### config.mk
export PLATFORM = sky130hd
export DESIGN_NAME = sfr_div
export DESIGN_NICKNAME = d
export VERILOG_FILES = /design/src/design/sfr_pkg.sv /design/src/design/sfr_div.sv
export SDC_FILE = /design/constraint.sdc
export NUM_CORES = 2
export LEC_CHECK = 0
export ABC_AREA = 1
export BUFFER_PORTS_ARGS = -buffer_cell sky130_fd_sc_hd__clkbuf_2
export CAP_MARGIN = 20
export CORE_MARGIN = 2
export CORE_UTILIZATION = 40
export CTS_CLUSTER_SIZE = 16
export DETAILED_ROUTE_END_ITERATION = 10
export PLACE_DENSITY = 0.61
export SYNTH_ARGS = -nofsm -noshare
export SYNTH_HDL_FRONTEND = slang
export SYNTH_SLANG_ARGS = --single-unit
### constraint.sdc
create_clock -name clock -period 3.4 [get_ports clock]
set_clock_uncertainty 0.1 [all_clocks]
set_input_delay 0.68 -clock clock [delete_from_list [all_inputs] [get_ports clock]]
set_output_delay 0.68 -clock clock [all_outputs]
set_load 0.005 [all_outputs]
### src/design/sfr_pkg.sv
// Shared constants and sideband types for the Schlick Fresnel reflectance pipeline.
`timescale 1ns / 1ps

package sfr_pkg;

   // Default fraction bits of the signed vector components
   localparam int SFR_VEC_FRAC_BITS = 14;

   // Fixed widths of the arithmetic
   localparam int SFR_ROOT_W = 17;            // root of a Q0.32 radicand, up to 65536
   localparam int SFR_RAD_W  = 33;            // radicand, up to 2^32
   localparam int SFR_R0_W   = 16;            // r0 quotient width
   localparam int SFR_R0_DW  = 35;            // r0 divisor width, (n1+n2)^2
   localparam int SFR_SIN_W  = 33;            // sin2 quotient width
   localparam int SFR_SIN_DW = 32;            // sin2 divisor width, n2^2

   localparam logic [16:0] SFR_ONE_Q16 = 17'h10000;

   // Per-word flags carried down the whole pipe
   typedef struct packed {
      logic        gt;       // n1 > n2
      logic        tir;      // total internal reflection
      logic        neg;      // cosine is negative
      logic [16:0] mag;      // saturated cosine magnitude, Q.16
   } sfr_flags_type;

   // Sideband through the r0 divider
   typedef struct packed {
      logic [48:0]   num;    // n1^2 * q
      logic [31:0]   n2sq;   // n2^2
      sfr_flags_type flags;
   } sfr_r0_side_type;

   // Sideband through the sin2 divider and the square root
   typedef struct packed {
      logic [15:0]   r0;
      sfr_flags_type flags;
   } sfr_post_side_type;

endpackage

### src/design/sfr_div.sv
// Pipelined restoring divider, one quotient bit per stage, with a sideband.
`timescale 1ns / 1ps

module sfr_div #(
   parameter int QW = sfr_pkg::SFR_R0_W,
   parameter int DW = sfr_pkg::SFR_R0_DW,
   parameter int SW = 8
) (
   input  logic          clock,
   input  logic          reset,
   input  logic          en,
   input  logic          in_valid,
   input  logic [DW-1:0] num_hi,
   input  logic [QW-1:0] num_lo,
   input  logic [DW-1:0] den,
   input  logic [SW-1:0] in_side,
   output logic          out_valid,
   output logic [QW-1:0] quo,
   output logic [SW-1:0] out_side
);

   logic          valid_ff [QW];
   logic [DW-1:0] rem_ff   [QW];
   logic [QW-1:0] low_ff   [QW];
   logic [QW-1:0] quo_ff   [QW];
   logic [DW-1:0] den_ff   [QW];
   logic [SW-1:0] side_ff  [QW];

   genvar k;
   for (k = 0; k < QW; k++) begin : g_step
      logic          vld_prev;
      logic [DW-1:0] rem_prev;
      logic [QW-1:0] low_prev;
      logic [QW-1:0] quo_prev;
      logic [DW-1:0] den_prev;
      logic [SW-1:0] side_prev;
      logic [DW:0]   trial;
      logic [DW:0]   diff;
      logic          ge;

      if (k == 0) begin : g_first
         assign vld_prev  = in_valid;
         assign rem_prev  = num_hi;
         assign low_prev  = num_lo;
         assign quo_prev  = '0;
         assign den_prev  = den;
         assign side_prev = in_side;
      end else begin : g_next
         assign vld_prev  = valid_ff[k-1];
         assign rem_prev  = rem_ff[k-1];
         assign low_prev  = low_ff[k-1];
         assign quo_prev  = quo_ff[k-1];
         assign den_prev  = den_ff[k-1];
         assign side_prev = side_ff[k-1];
      end

      // Bring down the next dividend bit and try the subtract
      assign trial = {rem_prev, low_prev[QW-1]};
      assign diff  = trial - {1'b0, den_prev};
      assign ge    = (trial >= {1'b0, den_prev});

      // Advance one quotient bit
      always_ff @(posedge clock) begin
         if (reset) begin
            valid_ff[k] <= 1'b0;
         end else if (en) begin
            valid_ff[k] <= vld_prev;
         end
         if (en) begin
            rem_ff[k]  <= ge ? diff[DW-1:0] : trial[DW-1:0];
            low_ff[k]  <= low_prev << 1;
            quo_ff[k]  <= {quo_prev[QW-2:0], ge};
            den_ff[k]  <= den_prev;
            side_ff[k] <= side_prev;
         end
      end
   end

   assign out_valid = valid_ff[QW-1];
   assign quo       = quo_ff[QW-1];
   assign out_side  = side_ff[QW-1];

endmodule

Yosys cells after proc, flatten, opt, wreduce, memory -nomap -nowiden
Memory sizes are Yosys's and may differ from the RTL's.
Index checks and enable logic that the tools add are counted.

storage, ports and cells
  register bits after elaboration = 0
  memory bits (writable) = 1760
  input port bits = 98
  output and inout bits = 25
  word-level logic and storage cells = 92
  memories = 6

operators by class
  $add $sub $neg = 16
  magnitude comparators = 16
  mux-type cells = 38
  bitwise operators = 16

memories
  memory    words  bits a word  read ports  clocked after memory_dff  write ports  line           source
  den_ff    16     35           15          0                         16           sfr_div.sv:26  logic [DW-1:0] den_ff [QW];
  rem_ff    16     35           15          0                         16           sfr_div.sv:23  logic [DW-1:0] rem_ff [QW];
  quo_ff    16     16           16          0                         16           sfr_div.sv:25  logic [QW-1:0] quo_ff [QW];
  low_ff    16     15           15          0                         16           sfr_div.sv:24  logic [QW-1:0] low_ff [QW];
  side_ff   16     8            16          0                         16           sfr_div.sv:27  logic [SW-1:0] side_ff [QW];
  valid_ff  16     1            16          0                         16           sfr_div.sv:22  logic valid_ff [QW];

operator list
  operator        number
  $ge 36x35->1    16
  $mux 35         16
  $sub 35x35->35  16
  $mux 1          22
  $or 1x1->1      16

Logic depth before layout (Yosys ltp)
  word-level depth = 4
  mapped depth = 16
  depth with buffers taken out = 15

Least setup slack after synthesis
OpenSTA, ideal clock, no wires.

  path type = input -> register
  start point = input num_lo[15]
  end point = memory rem_ff[0][22] (netlist bit) (data pin)
  library setup time = 0.252 ns
  data arrival time = 2.261 ns
  required time = 3.048 ns
  path slack = 0.787 ns
  cell stages on the path = 13
  path buffers = 0
  path through = inv_1 ha_1 fa_1 inv_1 nand3_1 nor2_1 nor2_1 o21ai_0 nand2_1 nand2_1 nand2_1 nand3_2 nand2_1

RTL lines
  what             line           source
  start, declared  sfr_div.sv:14  input logic [QW-1:0] num_lo,
  end, declared    sfr_div.sv:23

==> flow_metrics.py <==
metrics = {
    "die": {
        "core_sq_um": 230000,
        "die_y_microns": 485,
        "die-area_sq_um": 236000,
        "io-pin-count": 123,
        "start_util": 0.403,
        "rows": 176,
        "die_x_microns": 485,
    },
    "finish": {
        "nNetsFinal": 12697,
        "drive_gt1_frac": 0.0667,
        "final_cell_mix": "nand2_1 (4442), inv_1 (2148), edfxtp_1 (1450), nor2_1 (837), ha_1 (560)",
        "layout_commonest_cell": "nand2_1",
        "multi_input_area_sq_um": 39900,
        "fill_cells": 22769,
        "stdcell_area_sq_um": 104000,
        "syn2layout_area_growth_pct": 12.1,
        "regArea_sq_um": 43500,
    },
    "min_path": {
        "min_path_type": "in2reg",
    },
    "global_routing": {
        "antenna_found_initial": 4,
        "grt_pass1_wl_microns": 412000,
        "grt_max_degree": 95,
        "grt_usage": 0.227,
        "gr-total-overflow": 0,
        "first_global_vias": 70885,
    },
    "worst_setup_path": {
        "crit_type": "reg2reg",
        "slowest_delay_ns": 0.46,
        "path_cells": "ha_1, fa_1, inv_1, nand3_1, nand3_1, nand3_1, nand3_2, nand2_1, nand2_1, nand2_1, nand2_2, inv_2, nand2_1, nand2_1",
        "critPathBufInv": 2,
        "crit_top_cell": "nand2_1",
        "slowest_stage": "edfxtp_1",
        "crit_family": "simple AND/OR/NAND/NOR gates",
        "crit_arrival_ns": 3.58,
        "critPathMaxFanout": 33,
        "critPathCaptureType": "register",
        "required_ns": 3.86,
        "start_kind": "register",
    },
    "cts": {
        "htree_levels": 4,
        "cts_tree": "yes",
        "clkLatencyLatePin_ns": 0.85,
        "cts_max_path_buffers": 3,
        "clkSinkCount": 1450,
        "clk_pin_slew_worst_paths_ns": 0.06,
        "cts_root_buf": "clkbuf_16",
        "cts_buffers": 169,
    },
    "synthesis": {
        "synth_top_area_share": 0.470,
        "yosysSeqAreaShare": 0.470,
        "synth_top_cell_by_area": "edfxtp_1",
        "synth.distinct_cells": 44,
        "yosys_warnings": 0,
        "syn_inst": 11653,
        "postSynthAreaPerCell_sq_um": 7.96,
        "ys_top_cells_by_area": "edfxtp_1 (47%), nand2_1 (18%), inv_1 (8.7%)",
        "mappedNetlistArea_sq_um": 92700,
        "ys_ff_latch": 1450,
        "syn_nets": 12326,
    },
    "route": {
        "via_count": 74001,
        "wl_microns": 269000,
        "drt_iter0_drc": 6154,
        "post_drt_wl_per_cell_microns": 17.7,
        "dr.pass1.iters": 6,
        "final_antenna_net_count": 0,
        "viasPerCell": 4.87,
        "drc": 0,
    },
    "timing": {
        "finalSetupViolations": 0,
        "worst_pin_slew_ns": 0.788,
        "tns_ns": 0,
        "fin_crit_sh": 0.918,
        "slew_viol_final": 0,
        "rsz0062_at_grt": "no",
        "hold_viol": 0,
        "maxSlewHeadroom": 0.469,
        "fmax_ghz": 0.320,
        "period_minus_slack_ns": 3.12,
    },
    "outcome": {
        "outcome": "finished clean",
    },
    "flow_run": {
        "cap_violations": 0,
    },
    "pwr": {
        "cellLeakagePower_nw": 51.3,
        "power_density_nw_per_um2": 884,
        "ir_drop_uv": 452,
        "total_power_mw": 91.9,
    },
    "place": {
        "dpl.hpwl_microns": 218000,
        "portBuffers": 122,
        "placed_area_sq_um": 97300,
        "routabilityCongestion": 0.967,
    },
}
## metrics by stage
stage                     worst slack (ns)  hold slack [ns]  instances   util
final                                0.279           0.0828      15191  0.451
after CTS                            0.278          0.00624      15189  0.451
after floorplan                      0.787            0.300      11653      -
after global routing                 0.104           0.0389      15191  0.451
after detailed placement             0.290            0.305      14794  0.423
after global placement               0.282            0.300      14794  0.423
## registers in the layout, summed over array words and instances (netlist names)
name and count:
den_ff 525, low_ff 120, quo_ff 136, rem_ff 525, side_ff 128, valid_ff 16
## cell type report
| type | count | share of cell area |
|---|---|---|
| diodes | 2 | 0.0000482 |
| clock buffers | 195 | 0.0418 |
| clock inverters | 115 | 0.0136 |
| inverters | 2195 | 0.0793 |
| multi-input cells | 7900 | 0.384 |
| flip-flops and latches | 1450 | 0.419 |
| well taps | 3026 | 0.0364 |
| repair buffers | 308 | 0.0251 |
## power breakdown
| part | switching, mW | total, mW | internal (mW) | leakage (nW) |
|---|---|---|---|---|
| Combinational | 29.6 | 44.0 | 14.4 | 34.3 |
| Sequential | 3.42 | 29.2 | 25.8 | 14.2 |
| Clock | 7.87 | 18.7 | 10.8 | 2.77 |
| Total | 40.9 | 91.9 | 51.0 | 51.3 |
## worst register-to-register path, cell delays in order, from the launching register on
cell and delay (ns):
edfxtp_1 0.46, ha_1 0.25, fa_1 0.41, inv_1 0.15, nand3_1 0.08, nand3_1 0.15
nand3_1 0.11, nand3_2 0.16, nand2_1 0.14, nand2_1 0.13, nand2_1 0.07, nand2_2 0.11
inv_2 0.27, nand2_1 0.21, nand2_1 0.06
## Yosys cell counts, drive strengths merged
library cell / number
nand3: 587
ha: 560
nor4: 31
and2: 5
nor3: 122
fa: 15
or2: 3
o211ai: 5
clkbuf: 3
buf: 105
edfxtp: 1450
inv: 2193
xnor2: 36
a211oi: 2
a21o: 1
xor2: 234
o21ai: 220
clkinv: 2
nand2: 4500
a21oi: 439
o21bai: 70
a21boi: 1
nand3b: 85
nor2: 898
o21a: 2
nand4: 84
## logic make-up after synthesis
family | count (synthesis) | synth area share
xor+xnor | 270 | 0.0255
simple gates | 6315 | 0.284
fa+ha+maj | 575 | 0.0788
flops | 1450 | 0.470
compound gates | 740 | 0.0425
buf+inv | 2303 | 0.0994
## layer usage
metal,up-vias,track usage,share of wire
met3,499,0.0299,0.055
li1,37686,-,-
met4,2,0.0854,0.039
met2,2035,0.371,0.45
met5,-,0,0.000048
met1,33779,0.306,0.45
## final timing paths
| path | startpoint | to | slack (ns) | depth (start not counted) |
|---|---|---|---|---|
| max | den_ff[0][0]$_DFFE_PP_ | rem_ff[0][40]$_DFFE_PP_ | 0.28 | 14 |
| max reg2reg | den_ff[0][0]$_DFFE_PP_ | rem_ff[0][40]$_DFFE_PP_ | 0.28 | 14 |
| min reg2reg | quo_ff[12][9]$_DFFE_PP_ | quo_ff[13][10]$_DFFE_PP_ | 0.27 | 0 |
| min | num_hi[21] | rem_ff[0][22]$_DFFE_PP_ | 0.08 | 3 |
## repair_timing
| item | in CTS | in global routing |
|---|---|---|
| hold buffers | 85 | 0 |
| gates resized for setup | 0 | 0 |
| buffers inserted | 0 | 0 |
| endpoints found under the hold margin | 85 | 0 |
Note: power is estimated with default switching activity, not from simulation.
