===== config.mk =====
export PLATFORM = sky130hd
export DESIGN_NAME = sfr_sqrt
export DESIGN_NICKNAME = d
export VERILOG_FILES = /design/src/design/sfr_pkg.sv /design/src/design/sfr_sqrt.sv
export SDC_FILE = /design/constraint.sdc
export NUM_CORES = 1
export LEC_CHECK = 0
export BUFFER_PORTS_ARGS = -buffer_cell sky130_fd_sc_hd__buf_4
export CAP_MARGIN = 20
export CORE_MARGIN = 1.5
export CORE_UTILIZATION = 40
export CTS_BUF_LIST = sky130_fd_sc_hd__clkbuf_8
export CTS_CLUSTER_DIAMETER = 100
export DETAILED_ROUTE_END_ITERATION = 12
export PLACE_DENSITY = 0.63
export SKIP_LAST_GASP = 1
export SYNTH_ARGS = -nofsm -noshare
export SYNTH_HDL_FRONTEND = slang
export SYNTH_SLANG_ARGS = --single-unit

===== constraint.sdc =====
create_clock -name clock -period 3.9 [get_ports clock]
set_input_delay 0.39 -clock clock [delete_from_list [all_inputs] [get_ports clock]]
set_output_delay 0.39 -clock clock [all_outputs]
set_load 0.05 [all_outputs]

===== src/design/sfr_pkg.sv =====
// Shared constants and sideband types for the Schlick Fresnel reflectance pipeline.
`timescale 1ns / 1ps

package sfr_pkg;

   // Default fraction bits of the signed vector components
   localparam int SFR_VEC_FRAC_BITS = 14;

   // Fixed widths of the arithmetic
   localparam int SFR_ROOT_W = 17;            // root of a Q0.32 radicand, up to 65536
   localparam int SFR_RAD_W  = 33;            // radicand, up to 2^32
   localparam int SFR_R0_W   = 16;            // r0 quotient width
   localparam int SFR_R0_DW  = 35;            // r0 divisor width, (n1+n2)^2
   localparam int SFR_SIN_W  = 33;            // sin2 quotient width
   localparam int SFR_SIN_DW = 32;            // sin2 divisor width, n2^2

   localparam logic [16:0] SFR_ONE_Q16 = 17'h10000;

   // Per-word flags carried down the whole pipe
   typedef struct packed {
      logic        gt;       // n1 > n2
      logic        tir;      // total internal reflection
      logic        neg;      // cosine is negative
      logic [16:0] mag;      // saturated cosine magnitude, Q.16
   } sfr_flags_type;

   // Sideband through the r0 divider
   typedef struct packed {
      logic [48:0]   num;    // n1^2 * q
      logic [31:0]   n2sq;   // n2^2
      sfr_flags_type flags;
   } sfr_r0_side_type;

   // Sideband through the sin2 divider and the square root
   typedef struct packed {
      logic [15:0]   r0;
      sfr_flags_type flags;
   } sfr_post_side_type;

endpackage


===== src/design/sfr_sqrt.sv =====
// Pipelined integer square root, one root bit per stage, with a sideband.
`timescale 1ns / 1ps

module sfr_sqrt #(
   parameter int SW = 8
) (
   input  logic                           clock,
   input  logic                           reset,
   input  logic                           en,
   input  logic                           in_valid,
   input  logic [sfr_pkg::SFR_RAD_W-1:0]  rad,
   input  logic [SW-1:0]                  in_side,
   output logic                           out_valid,
   output logic [sfr_pkg::SFR_ROOT_W-1:0] root,
   output logic [SW-1:0]                  out_side
);

   localparam int RW = sfr_pkg::SFR_ROOT_W;
   localparam int VW = sfr_pkg::SFR_RAD_W;
   localparam int TW = VW + 3;

   logic          valid_ff [RW];
   logic [VW-1:0] rem_ff   [RW];
   logic [RW-1:0] root_ff  [RW];
   logic [SW-1:0] side_ff  [RW];

   genvar j;
   for (j = 0; j < RW; j++) begin : g_step
      localparam int B = RW - 1 - j;
      logic          vld_prev;
      logic [VW-1:0] rem_prev;
      logic [RW-1:0] root_prev;
      logic [SW-1:0] side_prev;
      logic [TW-1:0] term;
      logic [TW-1:0] diff;
      logic          ge;

      if (j == 0) begin : g_first
         assign vld_prev  = in_valid;
         assign rem_prev  = rad;
         assign root_prev = '0;
         assign side_prev = in_side;
      end else begin : g_next
         assign vld_prev  = valid_ff[j-1];
         assign rem_prev  = rem_ff[j-1];
         assign root_prev = root_ff[j-1];
         assign side_prev = side_ff[j-1];
      end

      // (r + 2^B)^2 - r^2 = r * 2^(B+1) + 2^(2B)
      assign term = (TW'(root_prev) << (B + 1)) + (TW'(1) << (2 * B));
      assign diff = TW'(rem_prev) - term;
      assign ge   = (TW'(rem_prev) >= term);

      // Advance one root bit
      always_ff @(posedge clock) begin
         if (reset) begin
            valid_ff[j] <= 1'b0;
         end else if (en) begin
            valid_ff[j] <= vld_prev;
         end
         if (en) begin
            rem_ff[j]  <= ge ? diff[VW-1:0] : rem_prev;
            root_ff[j] <= root_prev | (RW'(ge) << B);
            side_ff[j] <= side_prev;
         end
      end
   end

   assign out_valid = valid_ff[RW-1];
   assign root      = root_ff[RW-1];
   assign out_side  = side_ff[RW-1];

endmodule


# --- Yosys cells after proc, flatten, opt, wreduce, memory -nomap -nowiden ---
# Memories as Yosys holds them, arrays and structs flattened.
# Index checks and enable logic that the tools add are counted.
op_classes:
  add_sub_neg: 33
  order_cmp: 17
  mux: 40
  n_bitwise: 33
ops:
  columns: ["cell", "count"]
  rows:
  - ["$mux W33", 17]
  - ["$sub A33 B33 Y33", 2]
  - ["$add A33 B31 Y34 const B", 1]
  - ["$ge A33 B34 Y1", 1]
  - ["$add A32 B29 Y33 const B", 1]
  - ["$ge A33 B19 Y1", 1]
  - ["$ge A33 B20 Y1", 1]
  - ["$ge A33 B21 Y1", 1]
  - ["$ge A33 B22 Y1", 1]
  - ["$ge A33 B23 Y1", 1]
  - ["$ge A33 B24 Y1", 1]
  - ["$ge A33 B25 Y1", 1]
  - ["$ge A33 B26 Y1", 1]
  - ["$ge A33 B27 Y1", 1]
  - ["$ge A33 B28 Y1", 1]
  - ["$ge A33 B29 Y1", 1]
  - ["$ge A33 B30 Y1", 1]
  - ["$ge A33 B31 Y1", 1]
  - ["$ge A33 B32 Y1", 1]
  - ["$ge A33 B33 Y1", 1]
  - ["$ge A33 B33 Y1 const B", 1]
  - ["$sub A33 B19 Y33", 1]
  - ["$sub A33 B20 Y33", 1]
  - ["$sub A33 B21 Y33", 1]
  - ["44 further kinds", 82]
totals:
  ff_bits: 0
  ramBits: 1003
  input_bits: 45
  out_inout_bits: 26
  elab_cells: 127
  memories: 4
memory_table:
  columns: ["memory", "depth", "width", "rd", "rd_clocked_by_memory_dff", "wr", "line", "text"]
  rows:
  - ["rem_ff", 17, 33, 16, 0, 17, "sfr_sqrt.sv:23", "logic [VW-1:0] rem_ff [RW];"]
  - ["root_ff", 17, 17, 17, 0, 17, "sfr_sqrt.sv:24", "logic [RW-1:0] root_ff [RW];"]
  - ["side_ff", 17, 8, 17, 0, 17, "sfr_sqrt.sv:25", "logic [SW-1:0] side_ff [RW];"]
  - ["valid_ff", 17, 1, 17, 0, 17, "sfr_sqrt.sv:22", "logic valid_ff [RW];"]

# --- Depth between registers and ports, before layout ---
# Gate-level depths: netlist of run 1.
logic_depth:
  ltp_word: 4
  mapped_depth: 12
  ltp_nobuf: 10

# --- Least setup slack after synthesis of run 1 ---
# Ideal clock, no wire load.
synth_timing:
  kind: "register -> register"
  start: "memory rem_ff[0][470] in the netlist's numbering"
  end: "memory rem_ff[0][525] in the netlist's numbering (data pin)"
  setup_ns: 0.271
  arrival_ns: 2.507
  t_required_ns: 3.629
  slack_ns: 1.122
  stages_incl_launch_ff: 11
  n_path_buf: 1
  period_less_slack_ns: 2.778
  path_cell_list: "edfxtp_1 -> ha_1 -> a2111o_1 -> o2111ai_1 -> a2111oi_0 -> or3_1 -> or3b_1 -> buf_4 -> o211ai_2 -> nor4_1 -> xor2_1"
synth_rtl:
  columns: ["element", "line"]
  rows:
  - ["start: declaration", "sfr_sqrt.sv:23"]

==> out/results.ini, run 1 <==
[sta]
finalCritPeriodShare = 0.877
setup_viol = 0
rsz0062_at_grt = no
fin_tns_setup_ns = 0
maxSlewHeadroom = 0.471
finClkSkew_ns = 0.0461
hold_viol = 0
max_freq_mhz = 292
finalMaxSlewViolations = 0
fin_ws_ns = 0.480
tightestPinTransition_ns = 0.793
fin_crit_ns = 3.42

[worst_setup_path]
cp.required_ns = 4.43
slowest_stage = or3b_1
cp_slowest_stage_delay_ns = 0.61
critPathMaxFanout = 25
worstSetupPathType = flip-flop to flip-flop
worstPathArrival_ns = 3.95
path_cells = ha_1, a2111oi_1, a2111oi_0, or3_1, or3b_1, buf_4, mux2_2
worst_setup_path_end_kind = flip-flop
start_kind = flip-flop

[yosys]
yosys_most_used_dff = edfxtp_1
synth_simple_gate_area_frac = 0.0956
synthesis.area_um2 = 36500
synth_warnings = 0
synth_largest_area_cell = edfxtp_1
synth_top_family_by_area = simple AND/OR/NAND/NOR gates
avgSynthCellArea_um2 = 14.2
yosys.area_share.xor_xnor = 0.0485
synth_mux_area_frac = 0.00936
syn-num-nets = 2785
yosys.area.top_type_share = 0.687
synth_common_cells = 834 x edfxtp_1, 205 x inv_1, 166 x ha_1
synth.area.top_cells = edfxtp_1 69%, ha_1 5.7%, xnor2_1 2.6%
synth-compound-area-share = 0.0763
yosysSeqAreaShare = 0.687
postSynthCellCount = 2573
synth_edf_count = 834
synth_seq_cells = 834
synth_fa_ha_area_frac = 0.0575
yosysUniqueCellTypes = 86
yosysMostFrequentCell = edfxtp_1
async_flop_share = 0

[floorplan]
core-area_um2 = 90100
initial_core_util = 0.405
num_rows = 110
die_w_um = 305
ios = 71
die_h_um = 305
dieArea_um2 = 93000

[flow_run]
maxCapViolCount = 0

[route]
vias_per_cell = 5.05
drt-pass1-iter-count = 6
routed_wl_um = 65400
wl_per_cell_um = 15.9
drt_iter0_drc = 1502
vias = 20753
ant_nets = 0
drc = 0

[placed_design]
io_buffers = 70
dpl.hpwl_um = 45600
dpl.cell_count = 3818
post-place-ws_ns = 0.558
gp_congestion = 0.984

[clocking]
cts_sinks = 834
tritoncts = built
clk_pin_slew_ns = 0.06
cts_resized = 0
postCtsHoldBufs = 43
post_cts_buffers = 0
cts-buffers-inserted = 142
clkLatencyLatePin_ns = 0.80
cts-htree-levels = 4
cts_max_path_buffers = 3
cts_root_buf = clkbuf_8

[global_route]
antenna_found_initial = 3
overflow = 0
grt_pass1_wl_um = 106000
grt_use_total = 0.142
first_global_vias = 21784
grt_max_degree = 130

[pwr]
p_leak_nw = 15.6
vdd_ir_drop_max_mv = 0.314
p_per_area_nw_per_um2 = 537

[run_status]
status = completed

[finish]
drive_above_1_share = 0.110
nNetsFinal = 3041
layoutNonFillerInstCount = 4108
synthToLayoutAreaGrowth_pct = 14.0
fin_util = 0.461

[worst_hold_path]
hold_path.class = primary input to flip-flop

-- power by group --
part | leakage, nW | internal [mW] | total, mW | switching [mW]
registers | 8.05 | 11.2 | 11.9 | 0.663
clock network | 1.44 | 3.53 | 7.00 | 3.47
logic | 6.07 | 1.53 | 3.49 | 1.96
total | 15.6 | 16.3 | 22.3 | 6.09
-- routing by layer --
metal,vias to the layer above,track usage,wire (µm)
li1,10210,-,-
met1,9894,0.133,23500
met2,444,0.275,36300
met3,205,0.0324,2430
met4,0,0.0880,3150
met5,-,0,0
-- layout by cell type (no fill, tap or decap), types with 8 or more instances in the layout --
| cell type | n |
|---|---|
| or4_1 | 14 |
| or3_1 | 20 |
| xor2_1 | 95 |
| nand2b_1 | 27 |
| a21boi_0 | 8 |
| nand2_1 | 151 |
| a21oi_1 | 107 |
| edfxtp_1 | 834 |
| mux2_2 | 24 |
| clkinv_1 | 29 |
| a211oi_1 | 15 |
| and2_1 | 23 |
| clkinv_2 | 12 |
| nand4_1 | 27 |
| xnor2_1 | 107 |
| nand3_1 | 39 |
| o21ai_0 | 134 |
| o21bai_1 | 9 |
| o21a_1 | 35 |
| nor2_1 | 143 |
| nor3_1 | 64 |
| dlygate4sd3_1 | 43 |
| nor4_1 | 72 |
| o211ai_1 | 8 |
| ha_1 | 166 |
| inv_1 | 247 |
| a21o_1 | 41 |
| nor2b_1 | 22 |
| o31ai_1 | 17 |
| clkbuf_8 | 143 |
| buf_4 | 91 |
| nor4b_1 | 12 |
-- critical path: cells and delay by family (launching register included) --
family | cells | cell delay, ns
and+or+nand+nor | 2 | 1.03
AOI/OAI and AO/OA | 2 | 0.71
DFF | 1 | 0.41
adders and majority gates | 1 | 0.40
buffers and inverters | 1 | 0.31
muxes | 1 | 0.30
-- path summary, 6_finish.rpt --
kind,slack (ns),to,from,cells past startpoint
worst min-delay path,0.20,valid_ff[14],reset,3
worst max register to register,0.48,rem_ff[0][501],rem_ff[0][470],7
worst max-delay path,0.48,rem_ff[0][501],rem_ff[0][470],7
worst min register to register,0.41,side_ff[1][24],side_ff[1][16],0
-- metrics by stage --
step | instance area, µm² | power, mW | hold WS [ns]
after floorplan | 36500 | 14.4 | 0.400
after global placement | 38600 | 15.3 | 0.400
after detailed placement | 38600 | 15.5 | 0.405
after CTS | 41600 | 22.6 | 0.102
after global routing | 41600 | 23.6 | 0.175
final | 41600 | 22.3 | 0.202
-- cell type report --
cell class | instances | area [µm²]
fillers | 7780 | 48600
flip-flops and latches | 834 | 25000
multi-input cells | 1503 | 10500
clock buffers | 143 | 1970
well taps | 1176 | 1470
repair buffers | 142 | 1270
inverters | 206 | 773
clock inverters | 100 | 559
diodes | 4 | 10.0
-- sequential cells by signal (all words and copies together), names as in the netlist --
name	cells
rem_ff	528
root_ff	153
side_ff	136
valid_ff	17
-- cells by family after synthesis --
family / count (synthesis)
flip-flops: 834
AND/OR/NAND/NOR: 666
AO/OA/AOI/OAI: 436
buffers and inverters: 236
XOR/XNOR: 202
adder cells (fa/ha/maj): 167
multiplexers: 31
other: 1
Power figures use the tool's default switching activity.
==> inputs of run 2 (changes only) <==
--- a/config.mk
+++ b/config.mk
@@ -13,6 +13,7 @@
 export CTS_CLUSTER_DIAMETER = 100
 export DETAILED_ROUTE_END_ITERATION = 12
 export PLACE_DENSITY = 0.63
+export REMOVE_ABC_BUFFERS = 1
 export SKIP_LAST_GASP = 1
 export SYNTH_ARGS = -nofsm -noshare
 export SYNTH_HDL_FRONTEND = slang
==> constraint.sdc (replaced) <==
create_clock -name clock -period 3.9 [get_ports clock]
set_input_delay 1.17 -clock clock [delete_from_list [all_inputs] [get_ports clock]]
set_output_delay 1.17 -clock clock [all_outputs]
set_load 0.05 [all_outputs]
==> out/results.ini, run 2 (synthesis gave the netlist of run 1 again) <==
[finish]
drive_above_1_share = 0.113  ; +0.00386
fin_area_um2 = 41200  ; -0.84%
layout_commonest_cell = edfxtp_1
synthToLayoutAreaGrowth_pct = 13.0
regMostFlops = rem_ff
nNetsFinal = 3001  ; -1.3%
largest_registers = rem_ff x528, root_ff x153, side_ff x136
layoutNonFillerInstCount = 4067  ; -1.0%
final_cell_mix = 834 x edfxtp_1, 249 x inv_1, 166 x ha_1, 151 x nand2_1, 144 x clkbuf_8
largest_reg_flops = 528  ; unchanged

[route]
wl_per_cell_um = 16.3  ; +2.4%
drt_iter0_drc = 1068  ; -29%
routed_wl_um = 66300  ; +1.4%
vias_per_cell = 5.09  ; +0.69%
drt-pass1-iter-count = 5  ; -1
ant_nets = 0  ; unchanged
drc = 0  ; unchanged
vias = 20688  ; -0.31%

[worst_setup_path]
crit_family = simple AND/OR/NAND/NOR gates
slowest_stage = or4b_1
critPathMaxFanout = 20  ; -20%
worst_setup_path_end_kind = flip-flop
worstPathArrival_ns = 4.16  ; +0.21 ns
cp.required_ns = 4.45  ; +0.02 ns
start_kind = flip-flop
path_cells = ha_1, nand4_1, or4b_1, nor4_1, nor4b_1, or3b_1, buf_4, mux2_2
path_buf_inv = 1  ; unchanged
cp_slowest_stage_delay_ns = 0.60  ; about the same
worstSetupPathType = flip-flop to flip-flop

[sta]
tightestPinTransition_ns = 0.894  ; +0.101 ns
max_freq_mhz = 277  ; -5.2%
finalMaxSlewViolations = 0  ; unchanged
fin_tns_setup_ns = 0  ; unchanged
rsz0062_at_grt = no
finalCritPeriodShare = 0.925  ; +0.0484
hold_viol = 0  ; unchanged
maxSlewHeadroom = 0.399  ; -0.0728
setup_viol = 0  ; unchanged
finClkSkew_ns = 0.0226  ; -0.0234 ns
fin_crit_ns = 3.61  ; +0.189 ns

[placed_design]
placedInstanceArea_um2 = 38700  ; +0.12%
dpl.cell_count = 3821  ; +0.079%
gp_congestion = 0.924  ; -6.1%
io_buffers = 70  ; unchanged
dpl.hpwl_um = 47600  ; +4.5%

[clocking]
clk_pin_slew_ns = 0.06  ; about the same
tritoncts = built
clkLatencyLatePin_ns = 0.80  ; about the same
cts_resized = 0  ; unchanged
cts-buffers-inserted = 142  ; unchanged
cts_max_path_buffers = 3  ; unchanged
cts_root_buf = clkbuf_8
cts-htree-levels = 4  ; unchanged
postCtsHoldBufs = 0  ; -100%
cts_sinks = 834  ; unchanged
post_cts_buffers = 0  ; unchanged

[floorplan]
num_rows = 110  ; unchanged
ios = 71  ; unchanged
die_h_um = 305  ; unchanged
dieArea_um2 = 93000  ; unchanged
core-area_um2 = 90100  ; unchanged
die_w_um = 305  ; unchanged
initial_core_util = 0.405  ; unchanged

[global_route]
grt_max_degree = 134  ; +3.1%
grt_use_total = 0.143  ; +0.000500
overflow = 0  ; unchanged
grt_pass1_wl_um = 106000  ; -0.29%
antenna_found_initial = 1  ; -2
first_global_vias = 21710  ; -0.34%

[pwr]
p_leak_nw = 15.4  ; -0.76%
p_per_area_nw_per_um2 = 545  ; +1.5%
vdd_ir_drop_max_mv = 0.341  ; +8.6%
p_total_mw = 22.5  ; +0.64%

[run_status]
status = completed

[worst_hold_path]
hold_path.class = flip-flop to flip-flop

[flow_run]
maxCapViolCount = 0  ; unchanged

-- run 2: changes by cell type in the layout (fill, tap and decap cells not counted), sizes merged --
cell,previous run,this run
clkbuf,143,144
diode,4,1
clkinvlp,4,3
dlygate4sd3,43,0
bufinv,1,3
buf,99,102
-- run 2: per-layer routing --
metal	vias to the layer above	wire (µm)	GRT usage
li1	10129	-	-
met1	9894	24400	0.136
met2	463	35500	0.270
met3	202	2680	0.0334
met4	0	3670	0.0962
met5	-	0	0
-- run 2: per-stage QoR --
stage	utilization	hold slack (ns)	setup slack [ns]
floorplan	-	0.400	0.555
global placement	0.429	0.400	0.247
detailed placement	0.429	0.405	0.208
CTS	0.457	0.413	0.202
global route	0.457	0.420	0.165
finish	0.457	0.410	0.291
-- run 2: power by group --
part / internal (mW) / switching, mW
clock: 3.66 / 3.44
sequential: 11.2 / 0.692
combinational: 1.51 / 1.99
-- run 2: final timing paths --
path | endpoint | slack, ns | depth (start not counted) | startpoint
setup / recovery | rem_ff[0][508] | 0.29 | 8 | rem_ff[0][469]
hold / removal | side_ff[1][36] | 0.41 | 0 | side_ff[1][28]
setup reg to reg | rem_ff[0][508] | 0.29 | 8 | rem_ff[0][469]
hold reg to reg | side_ff[1][36] | 0.41 | 0 | side_ff[1][28]
-- run 2: final cells by class --
cell class | count | area (µm²)
antenna | 1 | 2.50
sequential | 834 | 25000
timing repair buffer | 102 | 886
inverter | 206 | 773
clock buffer | 144 | 1980
clock inverter | 101 | 587
fill | 7880 | 48900
tap | 1176 | 1470
multi-input combinational | 1503 | 10500
==> inputs of run 3 (changes only) <==
--- a/config.mk
+++ b/config.mk
@@ -13,6 +13,7 @@
 export CTS_CLUSTER_DIAMETER = 100
 export DETAILED_ROUTE_END_ITERATION = 12
 export PLACE_DENSITY = 0.63
+export RECOVER_POWER = 100
 export REMOVE_ABC_BUFFERS = 1
 export SKIP_LAST_GASP = 1
 export SYNTH_ARGS = -nofsm -noshare
==> out/results.ini, run 3 (synthesis gave the netlist of run 1 again) <==
[sta]
finalCritPeriodShare = 0.939  ; +0.0138
tightestPinTransition_ns = 1.66  ; +0.763 ns
finalMaxSlewViolations = 323  ; +323
maxSlewHeadroom = -0.105  ; -0.503
max_freq_mhz = 273  ; -1.5%
fin_tns_setup_ns = 0  ; unchanged
hold_slack_ns = 0.413  ; +0.00264 ns
hold_viol = 0  ; unchanged
rsz0062_at_grt = no
setup_viol = 0  ; unchanged
fin_crit_ns = 3.66  ; +0.0537 ns
finClkSkew_ns = 0.0235  ; +0.000868 ns

[floorplan]
die_h_um = 305  ; unchanged
dieArea_um2 = 93000  ; unchanged
num_rows = 110  ; unchanged
initial_core_util = 0.405  ; unchanged
core-area_um2 = 90100  ; unchanged
die_w_um = 305  ; unchanged
ios = 71  ; unchanged

[clocking]
cts_max_path_buffers = 3  ; unchanged
postCtsHoldBufs = 0  ; unchanged
cts-buffers-inserted = 142  ; unchanged
clk_pin_slew_ns = 0.06  ; about the same
cts-htree-levels = 4  ; unchanged
cts_root_buf = clkbuf_8
post_cts_buffers = 0  ; unchanged
cts_resized = 0  ; unchanged
clkLatencyLatePin_ns = 0.80  ; about the same
cts_sinks = 834  ; unchanged
tritoncts = built

[finish]
drive_above_1_share = 0.0962  ; -0.0173
fin_area_um2 = 41000  ; -0.66%
largest_registers = rem_ff x528, root_ff x153, side_ff x136
layout_commonest_cell = edfxtp_1
fin_util = 0.454  ; -0.00303
regMostFlops = rem_ff
synthToLayoutAreaGrowth_pct = 12.3
nNetsFinal = 3001  ; unchanged
largest_reg_flops = 528  ; unchanged
fill_cells = 7944  ; +0.81%
final_cell_mix = 834 x edfxtp_1, 250 x inv_1, 166 x ha_1, 151 x nand2_1, 144 x clkbuf_8

[route]
vias_per_cell = 5.09  ; +0.10%
routed_wl_um = 66300  ; about the same
drc = 0  ; unchanged
drt_iter0_drc = 1015  ; -5.0%
wl_per_cell_um = 16.3  ; about the same
vias = 20709  ; +0.10%
drt-pass1-iter-count = 5  ; unchanged
ant_nets = 0  ; unchanged

[pwr]
p_leak_nw = 15.2  ; -1.3%
vdd_ir_drop_max_mv = 0.341  ; about the same
p_per_area_nw_per_um2 = 548  ; +0.49%

[worst_setup_path]
critPathMaxFanout = 8  ; -60%
worstPathArrival_ns = 4.18  ; +0.02 ns
reg2regPathDepth = 9  ; +1
cp.required_ns = 4.42  ; -0.03 ns
worstSetupPathType = flip-flop to flip-flop
worst_setup_path_end_kind = flip-flop
start_kind = flip-flop

[flow_run]
maxCapViolCount = 3  ; +3

[run_status]
status = complete, but fails checks
violations = max-capacitance violations, max-slew violations

[global_route]
grt_use_total = 0.143  ; unchanged
grt_use_met1 = 0.136  ; unchanged
grt_use_met2 = 0.270  ; unchanged
grt_max_degree = 134  ; unchanged
grt_pass1_wl_um = 106000  ; unchanged
overflow = 0  ; unchanged
use_met3 = 0.0334  ; unchanged
antenna_found_initial = 1  ; unchanged
first_global_vias = 21710  ; unchanged
grt.busiest_layer = met2

[worst_hold_path]
hold_path_depth = 0  ; unchanged
hold_path.class = flip-flop to flip-flop

[placed_design]
placedInstanceArea_um2 = 38700  ; unchanged
gp_congestion = 0.924  ; unchanged
dpl.hpwl_um = 47600  ; unchanged
io_buffers = 70  ; unchanged

## run 3: cell types whose count changed in the layout (fill, tap and decap cells not counted), sizes merged
| cell | delta |
|---|---|
| buf | -85 |
| clkbuf | +85 |
## run 3: path summary, 6_finish.rpt
| path | startpoint | to | slack, ns |
|---|---|---|---|
| max | rem_ff[0][469] | rem_ff[0][525] | 0.24 |
| min | side_ff[1][28] | side_ff[1][36] | 0.41 |
| max reg2reg | rem_ff[0][469] | rem_ff[0][525] | 0.24 |
| min reg2reg | side_ff[1][28] | side_ff[1][36] | 0.41 |
## run 3: where the power goes
group,total (mW),internal (mW),switching [mW]
registers,11.9,11.2,0.689
clock network,7.10,3.66,3.44
logic,3.45,1.47,1.98
total,22.4,16.3,6.11
## run 3: worst max-delay path, cell delays in order, from the launching register on
cell,delay [ns]
edfxtp_1,0.41
ha_1,0.40
nand4_1,0.10
or4b_1,0.59
nor4_1,0.59
nor4b_1,0.20
or3b_1,0.37
o211ai_1,0.31
nor4_1,0.30
xor2_1,0.11
## run 3: routing by layer
metal  share of wire  up-vias
li1                -    10131
met1            0.37     9914
met2            0.53      463
met3           0.041      201
met4           0.055        0
met5               0        -
## run 3: per-stage QoR
step,power [mW],std cells,worst slack [ns]
2_1_floorplan,14.4,2543,0.555
3_3_place_gp,15.4,3821,0.247
3_5_place_dp,15.6,3821,0.208
4_1_cts,22.8,4066,0.202
5_1_grt,23.6,4067,0.0960
6_report,22.4,4067,0.237
## run 3: layout make-up
cell class	count	area, µm²	share of cell area
sequential	834	25000	0.611
multi-input combinational	1503	10400	0.255
clock buffer	144	1980	0.0484
tap	1176	1470	0.0359
inverter	206	773	0.0189
timing repair buffer	102	659	0.0161
clock inverter	101	587	0.0143
antenna	1	2.50	0.0000611
